--- src/glyph_pixel_stream_generator_assert.svh ---
// Assertion macros used by the glyph pixel stream generator RTL.
`ifndef GLYPH_PIXEL_STREAM_GENERATOR_ASSERT_SVH
`define GLYPH_PIXEL_STREAM_GENERATOR_ASSERT_SVH

// same-cycle implication
`define GPSG_ASSERT_IMP(label, clk, rst_n, ante, cons, msg) \
  label: assert property (@(posedge clk) disable iff (!rst_n) (ante) |-> (cons)) \
    else $error(msg);

// next-cycle implication
`define GPSG_ASSERT_NXT(label, clk, rst_n, ante, cons, msg) \
  label: assert property (@(posedge clk) disable iff (!rst_n) (ante) |=> (cons)) \
    else $error(msg);

`endif

--- src/gpsg_pkg.sv ---
// Types and constants shared by the glyph pixel stream generator.
package gpsg_pkg;

  localparam int GLYPH_WIDTH  = 5;
  localparam int GLYPH_HEIGHT = 7;

  localparam int COORD_W  = 10;
  localparam int CURSOR_W = 11;
  localparam int COLOR_W  = 16;
  localparam int CNT_W    = 3;
  localparam int CFG_IDX_W = 2;

  localparam logic [CNT_W-1:0] COL_LAST = CNT_W'(GLYPH_WIDTH - 1);
  localparam logic [CNT_W-1:0] ROW_LAST = CNT_W'(GLYPH_HEIGHT - 1);

  // configuration register indexes
  localparam logic [CFG_IDX_W-1:0] CFG_FG_COLOR      = 2'd0;
  localparam logic [CFG_IDX_W-1:0] CFG_BG_COLOR      = 2'd1;
  localparam logic [CFG_IDX_W-1:0] CFG_SCREEN_WIDTH  = 2'd2;
  localparam logic [CFG_IDX_W-1:0] CFG_SCREEN_HEIGHT = 2'd3;

  localparam logic [COLOR_W-1:0] FG_COLOR_RST      = 16'hFFFF;
  localparam logic [COLOR_W-1:0] BG_COLOR_RST      = 16'h0000;
  localparam logic [COORD_W-1:0] SCREEN_WIDTH_RST  = 10'd320;
  localparam logic [COORD_W-1:0] SCREEN_HEIGHT_RST = 10'd240;

  typedef struct packed {
    logic [COLOR_W-1:0] fg_color;
    logic [COLOR_W-1:0] bg_color;
    logic [COORD_W-1:0] screen_width;
    logic [COORD_W-1:0] screen_height;
  } cfg_t;

  // glyph[c][r]: column c, row r
  typedef logic [GLYPH_WIDTH-1:0][GLYPH_HEIGHT-1:0] glyph_t;

  typedef enum logic [2:0] {
    ST_IDLE,
    ST_CHECK,
    ST_GLYPH,
    ST_GAP,
    ST_SKIP,
    ST_ADV
  } state_t;

endpackage

--- src/gpsg_seq.sv ---
// Glyph sequencer: cursor, shared coordinate adders and the pixel output register.
`include "glyph_pixel_stream_generator_assert.svh"

module gpsg_seq (
  input  logic                          clk,
  input  logic                          rst_n,
  input  gpsg_pkg::cfg_t                cfg,
  input  logic                          in_valid,
  output logic                          in_stall,
  input  logic                          in_start_line,
  input  logic [gpsg_pkg::COORD_W-1:0]  in_start_x,
  input  logic [gpsg_pkg::COORD_W-1:0]  in_start_y,
  input  gpsg_pkg::glyph_t              in_glyph,
  output logic                          out_valid,
  input  logic                          out_stall,
  output logic [gpsg_pkg::COORD_W-1:0]  out_pixel_x,
  output logic [gpsg_pkg::COORD_W-1:0]  out_pixel_y,
  output logic [gpsg_pkg::COLOR_W-1:0]  out_pixel_color,
  output logic                          out_pixel_valid,
  output logic                          out_last
);
  import gpsg_pkg::*;

  state_t state_r, state_nxt;

  logic [CURSOR_W-1:0] cursor_col_r, cursor_col_nxt;
  logic [COORD_W-1:0]  cursor_row_r, cursor_row_nxt;
  glyph_t              glyph_r, glyph_nxt;
  logic [CNT_W-1:0]    col_cnt_r, col_cnt_nxt;
  logic [CNT_W-1:0]    row_cnt_r, row_cnt_nxt;
  logic                gap_r, gap_nxt;
  logic                adv_r, adv_nxt;

  logic                out_valid_r;
  logic [COORD_W-1:0]  out_pixel_x_r;
  logic [COORD_W-1:0]  out_pixel_y_r;
  logic [COLOR_W-1:0]  out_pixel_color_r;
  logic                out_pixel_valid_r;
  logic                out_last_r;

  // shared adders: operand picked by state
  logic [CURSOR_W-1:0] col_off, col_sum;
  logic [CURSOR_W-1:0] row_off, row_sum;
  logic [CURSOR_W-1:0] width_ext, height_ext;

  logic                fire;
  logic                emit;
  logic [COORD_W-1:0]  emit_x, emit_y;
  logic [COLOR_W-1:0]  emit_color;
  logic                emit_pv, emit_last;
  logic                off_screen, overrun;

  assign fire       = !out_valid_r || !out_stall;
  assign width_ext  = {1'b0, cfg.screen_width};
  assign height_ext = {1'b0, cfg.screen_height};
  assign col_sum    = cursor_col_r + col_off;
  assign row_sum    = {1'b0, cursor_row_r} + row_off;

  assign off_screen = cursor_col_r >= width_ext;
  assign overrun    = (col_sum > width_ext) || (row_sum > height_ext);

  // next state and datapath state
  always_comb begin
    state_nxt      = state_r;
    cursor_col_nxt = cursor_col_r;
    cursor_row_nxt = cursor_row_r;
    glyph_nxt      = glyph_r;
    col_cnt_nxt    = col_cnt_r;
    row_cnt_nxt    = row_cnt_r;
    gap_nxt        = gap_r;
    adv_nxt        = adv_r;
    unique case (state_r)
      ST_IDLE: begin
        if (in_valid) begin
          if (in_start_line) begin
            cursor_col_nxt = {1'b0, in_start_x};
            cursor_row_nxt = in_start_y;
          end
          glyph_nxt = in_glyph;
          state_nxt = ST_CHECK;
        end
      end
      ST_CHECK: begin
        col_cnt_nxt = '0;
        row_cnt_nxt = '0;
        gap_nxt     = col_sum < width_ext;
        adv_nxt     = !off_screen;
        state_nxt   = (off_screen || overrun) ? ST_SKIP : ST_GLYPH;
      end
      ST_GLYPH: begin
        if (fire) begin
          if (col_cnt_r == COL_LAST) begin
            col_cnt_nxt = '0;
            if (row_cnt_r == ROW_LAST) begin
              row_cnt_nxt = '0;
              state_nxt   = gap_r ? ST_GAP : ST_ADV;
            end else begin
              row_cnt_nxt = row_cnt_r + 1'b1;
            end
          end else begin
            col_cnt_nxt = col_cnt_r + 1'b1;
          end
        end
      end
      ST_GAP: begin
        if (fire) begin
          if (row_cnt_r == ROW_LAST) begin
            row_cnt_nxt = '0;
            state_nxt   = ST_ADV;
          end else begin
            row_cnt_nxt = row_cnt_r + 1'b1;
          end
        end
      end
      ST_SKIP: begin
        if (fire) state_nxt = adv_r ? ST_ADV : ST_IDLE;
      end
      ST_ADV: begin
        cursor_col_nxt = col_sum;
        state_nxt      = ST_IDLE;
      end
      default: state_nxt = ST_IDLE;
    endcase
  end

  // outputs: adder operands, handshake and the result to load
  always_comb begin
    in_stall   = 1'b1;
    col_off    = CURSOR_W'(GLYPH_WIDTH);
    row_off    = '0;
    emit       = 1'b0;
    emit_x     = '0;
    emit_y     = '0;
    emit_color = '0;
    emit_pv    = 1'b0;
    emit_last  = 1'b0;
    unique case (state_r)
      ST_IDLE: begin
        in_stall = 1'b0;
      end
      ST_CHECK: begin
        col_off = CURSOR_W'(GLYPH_WIDTH);
        row_off = CURSOR_W'(GLYPH_HEIGHT);
      end
      ST_GLYPH: begin
        col_off    = {{(CURSOR_W-CNT_W){1'b0}}, col_cnt_r};
        row_off    = {{(CURSOR_W-CNT_W){1'b0}}, row_cnt_r};
        emit       = 1'b1;
        emit_x     = col_sum[COORD_W-1:0];
        emit_y     = row_sum[COORD_W-1:0];
        emit_color = glyph_r[col_cnt_r][row_cnt_r] ? cfg.fg_color : cfg.bg_color;
        emit_pv    = 1'b1;
        emit_last  = !gap_r && (col_cnt_r == COL_LAST) && (row_cnt_r == ROW_LAST);
      end
      ST_GAP: begin
        col_off    = CURSOR_W'(GLYPH_WIDTH);
        row_off    = {{(CURSOR_W-CNT_W){1'b0}}, row_cnt_r};
        emit       = 1'b1;
        emit_x     = col_sum[COORD_W-1:0];
        emit_y     = row_sum[COORD_W-1:0];
        emit_color = cfg.bg_color;
        emit_pv    = 1'b1;
        emit_last  = row_cnt_r == ROW_LAST;
      end
      ST_SKIP: begin
        emit      = 1'b1;
        emit_last = 1'b1;
      end
      ST_ADV: begin
        col_off = CURSOR_W'(GLYPH_WIDTH + 1);
      end
      default: in_stall = 1'b1;
    endcase
  end

  always_ff @(posedge clk) begin
    if (!rst_n) begin
      state_r      <= ST_IDLE;
      cursor_col_r <= '0;
      cursor_row_r <= '0;
      col_cnt_r    <= '0;
      row_cnt_r    <= '0;
      gap_r        <= 1'b0;
      adv_r        <= 1'b0;
      out_valid_r  <= 1'b0;
    end else begin
      state_r      <= state_nxt;
      cursor_col_r <= cursor_col_nxt;
      cursor_row_r <= cursor_row_nxt;
      col_cnt_r    <= col_cnt_nxt;
      row_cnt_r    <= row_cnt_nxt;
      gap_r        <= gap_nxt;
      adv_r        <= adv_nxt;
      if (fire) out_valid_r <= emit;
    end
  end

  always_ff @(posedge clk) begin
    glyph_r <= glyph_nxt;
    if (fire && emit) begin
      out_pixel_x_r     <= emit_x;
      out_pixel_y_r     <= emit_y;
      out_pixel_color_r <= emit_color;
      out_pixel_valid_r <= emit_pv;
      out_last_r        <= emit_last;
    end
  end

  assign out_valid       = out_valid_r;
  assign out_pixel_x     = out_pixel_x_r;
  assign out_pixel_y     = out_pixel_y_r;
  assign out_pixel_color = out_pixel_color_r;
  assign out_pixel_valid = out_pixel_valid_r;
  assign out_last        = out_last_r;

  `GPSG_ASSERT_IMP(a_skip_is_last, clk, rst_n, out_valid_r && !out_pixel_valid_r,
                   out_last_r, "skipped glyph result without last")
  `GPSG_ASSERT_NXT(a_accept_to_check, clk, rst_n, in_valid && !in_stall,
                   state_r == ST_CHECK, "accepted request did not enter check")
  `GPSG_ASSERT_NXT(a_cursor_hold, clk, rst_n, state_r == ST_GLYPH || state_r == ST_GAP,
                   $stable(cursor_col_r) && $stable(cursor_row_r), "cursor moved mid glyph")
  `GPSG_ASSERT_NXT(a_last_ends_item, clk, rst_n, fire && emit && emit_last,
                   state_r == ST_ADV || state_r == ST_IDLE, "sequencer kept going after last")

endmodule

--- src/glyph_pixel_stream_generator.sv ---
// Top level of the glyph pixel stream generator: configuration registers and sequencer.
//
//  channel | direction | handshake            | payload
//  --------+-----------+----------------------+----------------------------------------
//  in_     | input     | in_valid / in_stall  | start_line, start_x, start_y, glyph_col0..4
//  out_    | output    | out_valid / out_stall| pixel_x, pixel_y, pixel_color, pixel_valid, last
//  cfg_    | input     | cfg_valid / cfg_ready| cfg_index, cfg_data
//
// A drawn glyph: take the request, check the edges, send 35 glyph pixels plus 7 gap
// pixels if the gap column fits, at one per cycle while out_stall is low, step the cursor.
// A skipped glyph sends one result, pixel_valid low and last set. The single coordinate
// adder pair and the output register pace the work; out_stall holds the emitting states.
// Synchronous reset loads the register defaults and puts the cursor at 0,0.
module glyph_pixel_stream_generator (
  input  logic                            clk,
  input  logic                            rst_n,
  input  logic                            in_valid,
  output logic                            in_stall,
  input  logic                            in_start_line,
  input  logic [gpsg_pkg::COORD_W-1:0]    in_start_x,
  input  logic [gpsg_pkg::COORD_W-1:0]    in_start_y,
  input  logic [gpsg_pkg::GLYPH_HEIGHT-1:0] in_glyph_col0,
  input  logic [gpsg_pkg::GLYPH_HEIGHT-1:0] in_glyph_col1,
  input  logic [gpsg_pkg::GLYPH_HEIGHT-1:0] in_glyph_col2,
  input  logic [gpsg_pkg::GLYPH_HEIGHT-1:0] in_glyph_col3,
  input  logic [gpsg_pkg::GLYPH_HEIGHT-1:0] in_glyph_col4,
  output logic                            out_valid,
  input  logic                            out_stall,
  output logic [gpsg_pkg::COORD_W-1:0]    out_pixel_x,
  output logic [gpsg_pkg::COORD_W-1:0]    out_pixel_y,
  output logic [gpsg_pkg::COLOR_W-1:0]    out_pixel_color,
  output logic                            out_pixel_valid,
  output logic                            out_last,
  input  logic                            cfg_valid,
  output logic                            cfg_ready,
  input  logic [gpsg_pkg::CFG_IDX_W-1:0]  cfg_index,
  input  logic [gpsg_pkg::COLOR_W-1:0]    cfg_data
);
  import gpsg_pkg::*;

  cfg_t   cfg_r;
  glyph_t glyph_in;

  assign cfg_ready = 1'b1;

  always_ff @(posedge clk) begin
    if (!rst_n) begin
      cfg_r.fg_color      <= FG_COLOR_RST;
      cfg_r.bg_color      <= BG_COLOR_RST;
      cfg_r.screen_width  <= SCREEN_WIDTH_RST;
      cfg_r.screen_height <= SCREEN_HEIGHT_RST;
    end else if (cfg_valid && cfg_ready) begin
      unique case (cfg_index)
        CFG_FG_COLOR:      cfg_r.fg_color      <= cfg_data;
        CFG_BG_COLOR:      cfg_r.bg_color      <= cfg_data;
        CFG_SCREEN_WIDTH:  cfg_r.screen_width  <= cfg_data[COORD_W-1:0];
        CFG_SCREEN_HEIGHT: cfg_r.screen_height <= cfg_data[COORD_W-1:0];
        default: ;
      endcase
    end
  end

  assign glyph_in = {in_glyph_col4, in_glyph_col3, in_glyph_col2, in_glyph_col1, in_glyph_col0};

  gpsg_seq u_seq (
    .clk             (clk),
    .rst_n           (rst_n),
    .cfg             (cfg_r),
    .in_valid        (in_valid),
    .in_stall        (in_stall),
    .in_start_line   (in_start_line),
    .in_start_x      (in_start_x),
    .in_start_y      (in_start_y),
    .in_glyph        (glyph_in),
    .out_valid       (out_valid),
    .out_stall       (out_stall),
    .out_pixel_x     (out_pixel_x),
    .out_pixel_y     (out_pixel_y),
    .out_pixel_color (out_pixel_color),
    .out_pixel_valid (out_pixel_valid),
    .out_last        (out_last)
  );

endmodule
--- config.mk ---
export PLATFORM = sky130hd
export DESIGN_NAME = glyph_pixel_stream_generator
export DESIGN_NICKNAME = d
export VERILOG_FILES = /design/src/gpsg_pkg.sv /design/src/gpsg_seq.sv /design/src/glyph_pixel_stream_generator.sv
export VERILOG_INCLUDE_DIRS = /design/src /design/src/src
export SDC_FILE = /design/constraint.sdc
export NUM_CORES = 1
export LEC_CHECK = 0
export CORE_UTILIZATION = 60
export DETAILED_ROUTE_END_ITERATION = 16
export DONT_BUFFER_PORTS = 1
export HOLD_SLACK_MARGIN = 0.03
export PLACE_DENSITY_LB_ADDON = 0.15
export SLEW_MARGIN = 10
export SYNTH_ARGS = -nofsm -noshare
export SYNTH_HDL_FRONTEND = slang
export SYNTH_SLANG_ARGS = --single-unit
--- constraint.sdc ---
create_clock -name clk -period 4.4 [get_ports clk]
set_input_delay 1.32 -clock clk [delete_from_list [all_inputs] [get_ports clk]]
set_output_delay 1.32 -clock clk [all_outputs]
set_load 0.05 [all_outputs]
==> impl_metrics.prom <==
# TYPE chip_impl_metric gauge
chip_impl_info{name="outcome",value="finished clean"} 1
chip_impl_metric{name="maxSlewViolCount",unit=""} 0
chip_impl_metric{name="rows",unit=""} 41
chip_impl_metric{name="report.final.hold_viol_count",unit=""} 0
chip_impl_metric{name="finish.net_count",unit=""} 885
chip_impl_metric{name="clock_tree.buffer_depth",unit=""} 2
chip_impl_metric{name="synth.lib_cells_used.distinct",unit=""} 57
chip_impl_metric{name="async_flop_share",unit=""} 0
chip_impl_metric{name="number_of_vias_in_the_routed_layout",unit=""} 5649
chip_impl_info{name="worst_setup_end_kind",value="register"} 1
chip_impl_metric{name="top_level_ports",unit=""} 120
chip_impl_metric{name="clock_sink_count",unit=""} 158
chip_impl_info{name="layout.cells.most_common_list",value="nand2_1, dfxtp_1, edfxtp_1"} 1
chip_impl_metric{name="grt_pass1_vias",unit=""} 5655
chip_impl_metric{name="post_dp_cell_area",unit="sq um"} 7856
chip_impl_metric{name="clock_transition_at_the_registers_of_the_reported_paths",unit="ns"} 0.07
chip_impl_metric{name="complex_gate_fraction_of_the_synthesized_area",unit=""} 0.1436
chip_impl_metric{name="syn-num-nets",unit=""} 901
chip_impl_info{name="cts_tree",value="done"} 1
chip_impl_metric{name="post_drt_wl_per_cell",unit="um"} 17.88
chip_impl_metric{name="drt_drc_violations_left",unit=""} 0
chip_impl_metric{name="antennaDiodeCount",unit=""} 0
chip_impl_metric{name="drive_gt1_frac",unit=""} 0.09499
chip_impl_metric{name="hold_depth",unit=""} 2
chip_impl_metric{name="place.gp.congestion",unit=""} 0.8829
chip_impl_info{name="grt_setup_unrepaired",value="no"} 1
chip_impl_metric{name="worst_pin_slew",unit="ns"} 1.125
chip_impl_metric{name="p_int",unit="mW"} 3.122
chip_impl_metric{name="place_hpwl",unit="mm"} 11.98
chip_impl_metric{name="comb_power_share",unit=""} 0.247
chip_impl_metric{name="wirelength",unit="mm"} 17.00
chip_impl_metric{name="fin_setup_tns",unit="ns"} 0
chip_impl_metric{name="synth_mux_area_frac",unit=""} 0.04271
chip_impl_metric{name="synth_simple_gate_area_frac",unit=""} 0.1765
chip_impl_metric{name="ctsHoldBuffers",unit=""} 0
chip_impl_metric{name="setup_viol",unit=""} 0
chip_impl_metric{name="slew_headroom",unit=""} 0.2468
chip_impl_info{name="most_common_cell_after_layout_fill_and_taps_aside",value="nand2_1"} 1
chip_impl_metric{name="vias_per_cell",unit=""} 5.940
chip_impl_metric{name="clock_tree.htree_level_count",unit=""} 4
chip_impl_metric{name="setup_slack",unit="ns"} 0.4015
chip_impl_info{name="clock-root-buffer",value="clkbuf_16"} 1
chip_impl_metric{name="postLayoutCoreUtil",unit=""} 0.6687
chip_impl_metric{name="syn2layout_area_growth",unit="%"} 8.687
chip_impl_info{name="critPathKind",value="register to register"} 1
chip_impl_metric{name="leakage",unit="nW"} 3.296
chip_impl_metric{name="dr.pass1.iters",unit=""} 5
chip_impl_metric{name="placement.setup.worst_slack",unit="ns"} 0.2301
chip_impl_metric{name="fillCellCount",unit=""} 1001
chip_impl_metric{name="final_design_area_no_fill",unit="sq um"} 8438
chip_impl_metric{name="path_max_fanout",unit=""} 15
chip_impl_metric{name="timing.critical_path.arrival",unit="ns"} 4.30
chip_impl_metric{name="power.share.sequential",unit=""} 0.463
chip_impl_metric{name="timing.clock.skew",unit="ns"} 0.006962
chip_impl_metric{name="synth-xor-area-share",unit=""} 0.02143
chip_impl_metric{name="floorplan.die.width",unit="um"} 115.8
chip_impl_metric{name="synthesis.area_per_instance",unit="sq um"} 9.928
chip_impl_metric{name="cap_viol_max_count",unit=""} 0
chip_impl_metric{name="crit_required",unit="ns"} 4.70
chip_impl_metric{name="post-layout-total-power",unit="mW"} 4.936
chip_impl_info{name="critical_path.startpoint_type",value="register"} 1
chip_impl_metric{name="io_buffer_count",unit=""} 0
chip_impl_metric{name="number_of_antenna_violations_at_the_first_check_in_global_routing",unit=""} 0
chip_impl_metric{name="track_usage",unit=""} 0.2697
chip_impl_metric{name="post_synth_edffs",unit=""} 73
chip_impl_metric{name="post_cts.repair.setup_buffers",unit=""} 0
chip_impl_info{name="hp-class",value="register to register"} 1
chip_impl_metric{name="die_h",unit="um"} 115.8
chip_impl_metric{name="power.switching",unit="mW"} 1.814
chip_impl_metric{name="synth_seq_area_share",unit=""} 0.5015
chip_impl_metric{name="irDropWorstVdd",unit="mV"} 0.5279
chip_impl_metric{name="floorplan.initialDensity",unit=""} 0.6152
chip_impl_metric{name="gate_count_of_the_mapped_netlist",unit=""} 782
chip_impl_metric{name="finalWorstPathRequiredPeriod",unit="ns"} 3.998
chip_impl_metric{name="clockPowerShare",unit=""} 0.290
chip_impl_metric{name="area_enclosed_by_the_die_boundary",unit="sq um"} 13400
chip_impl_metric{name="net_sw_frac",unit=""} 0.3674
chip_impl_info{name="synth_top_family_by_area",value="simple AND/OR/NAND/NOR gates"} 1
chip_impl_metric{name="yosys_warnings",unit=""} 0
chip_impl_metric{name="period_share",unit=""} 0.9087
chip_impl_metric{name="grt_overflow_total",unit=""} 0
chip_impl_metric{name="maximum_number_of_pins_on_one_net_before_global_route_repair",unit=""} 87
chip_impl_info{name="synth_flop_cell",value="dfxtp_1"} 1
chip_impl_metric{name="ant_nets",unit=""} 0
chip_impl_info{name="synth_top_cells_by_area",value="edfxtp_1, dfxtp_1, nand2_1"} 1
chip_impl_metric{name="core_region_area",unit="sq um"} 12620
chip_impl_metric{name="worst_skew_pair.late_latency",unit="ns"} 0.43
chip_impl_metric{name="fmaxAchievable",unit="MHz"} 250.1
chip_impl_metric{name="synthesized_area_fraction_occupied_by_adder_cells",unit=""} 0.06640
chip_impl_metric{name="synth.cell_area",unit="sq um"} 7764
chip_impl_metric{name="drt_first_iter_violations",unit=""} 338
chip_impl_metric{name="cts-buffers-inserted",unit=""} 17
chip_impl_info{name="synth_area_leader_cell",value="edfxtp_1"} 1
chip_impl_metric{name="synth_top_cell_area_share",unit=""} 0.2824
chip_impl_metric{name="wire_length_of_the_first_global_routing_pass",unit="mm"} 27.14
chip_impl_metric{name="p_per_cell_area",unit="nW/um^2"} 585.0
chip_impl_metric{name="r2r_cells",unit=""} 18
chip_impl_metric{name="ys_seq_elements",unit=""} 158
==> metrics by stage <==
stage          hold slack (ns)  cells
2_1_floorplan           0.4406    782
3_3_place_gp            0.4474    919
3_5_place_dp            0.4542    919
4_1_cts                 0.4679    951
5_1_grt                 0.4890    951
6_report                0.4659    951
==> repair_timing <==
| item | 4_1_cts | 5_1_grt |
|---|---|---|
| endpoints found under the hold margin | 0 | 0 |
| gates resized for setup | 0 | 4 |
| endpoints found under the setup margin | 0 | 2 |
==> Yosys cell counts (6+ instances only) <==
cell type and number:
clkbuf_1 33, xor2_1 8, ha_1 38, nor2b_1 17, o21ai_2 16, xnor2_1 11, o211ai_1 13, inv_1 45
edfxtp_1 73, mux2i_1 17, a21o_1 8, o21ai_0 18, nor2_1 27, dfxtp_1 85, nand3_2 6, and2_1 15
and3_1 6, nand4_1 6, a21oi_1 33, nor3_1 10, nand2_1 148, a211oi_1 6, a21boi_0 37, nand3_1 40
==> flip-flops by register name, indices dropped and copies added (netlist names) <==
| signal | flops |
|---|---|
| u_seq.out_pixel_color | 16 |
| u_seq.cursor_col_r | 11 |
| u_seq.adv_r | 1 |
| u_seq.out_pixel_y | 10 |
| u_seq.out_pixel_valid | 1 |
| u_seq.state_r | 3 |
| u_seq.out_pixel_x | 10 |
| u_seq.out_valid | 1 |
| u_seq.row_cnt_r | 3 |
| u_seq.glyph_r | 35 |
| u_seq.gap_r | 1 |
| cfg_r | 52 |
| u_seq.cursor_row_r | 10 |
| u_seq.out_last | 1 |
| u_seq.col_cnt_r | 3 |
==> worst max-delay path, stage by stage, from the launching register on <==
cell and delay, ns:
dfxtp_1 0.44, nor2b_1 0.21, and2_1 0.19, a21oi_1 0.13
ha_1 0.19, inv_1 0.06, fa_1 0.41, nor2b_1 0.22
o21ai_1 0.16, nor2_1 0.18, xnor2_1 0.18, inv_1 0.08
ha_1 0.29, a21oi_1 0.17, o21ai_0 0.10, o22ai_1 0.25
a41oi_1 0.11, nor4_2 0.34, a221oi_1 0.14
==> power groups by stage <==
stage	logic, mW	clock network (mW)	registers, mW
3_5_place_dp	1.21	0	2.31
4_1_cts	1.22	1.45	2.29
5_1_grt	1.36	1.52	2.31
6_report	1.22	1.43	2.28
2_1_floorplan	0.996	0	2.26
3_3_place_gp	1.17	0	2.30
==> per-layer routing <==
layer  routed length [um]  GRT usage
met1                 6733     0.2971
met2                 8710     0.4778
met3                 1094    0.08996
met4                  463     0.1111
met5                    0          0
==> logic make-up (layout without fill, tap and decap cells) <==
logic type	Yosys count	after routing
multiplexers	24	24
buffers and inverters	88	85
other	1	1
XOR/XNOR	19	19
flip-flops	158	158
AO/OA/AOI/OAI	159	159
AND/OR/NAND/NOR	293	293
adder cells (fa/ha/maj)	40	40
==> layout make-up <==
class	count	area, sq um	area share
tap	172	215.2	0.02550
inverter	45	168.9	0.02002
clock inverter	14	141.4	0.01676
sequential	158	3895	0.4616
timing repair buffer	8	60.06	0.007117
multi-input combinational	536	3528	0.4181
clock buffer	18	429.2	0.05086
==> final timing paths <==
| check | start | end | slack (ns) |
|---|---|---|---|
| worst max-delay path | u_seq.state_r[0] | u_seq.state_r[2] | 0.40 |
| worst min-delay path | cfg_r[15] | cfg_r[15] | 0.47 |
| worst max register to register | u_seq.state_r[0] | u_seq.state_r[2] | 0.40 |
| worst min register to register | cfg_r[15] | cfg_r[15] | 0.47 |
Note: power is estimated with default switching activity, not from simulation.
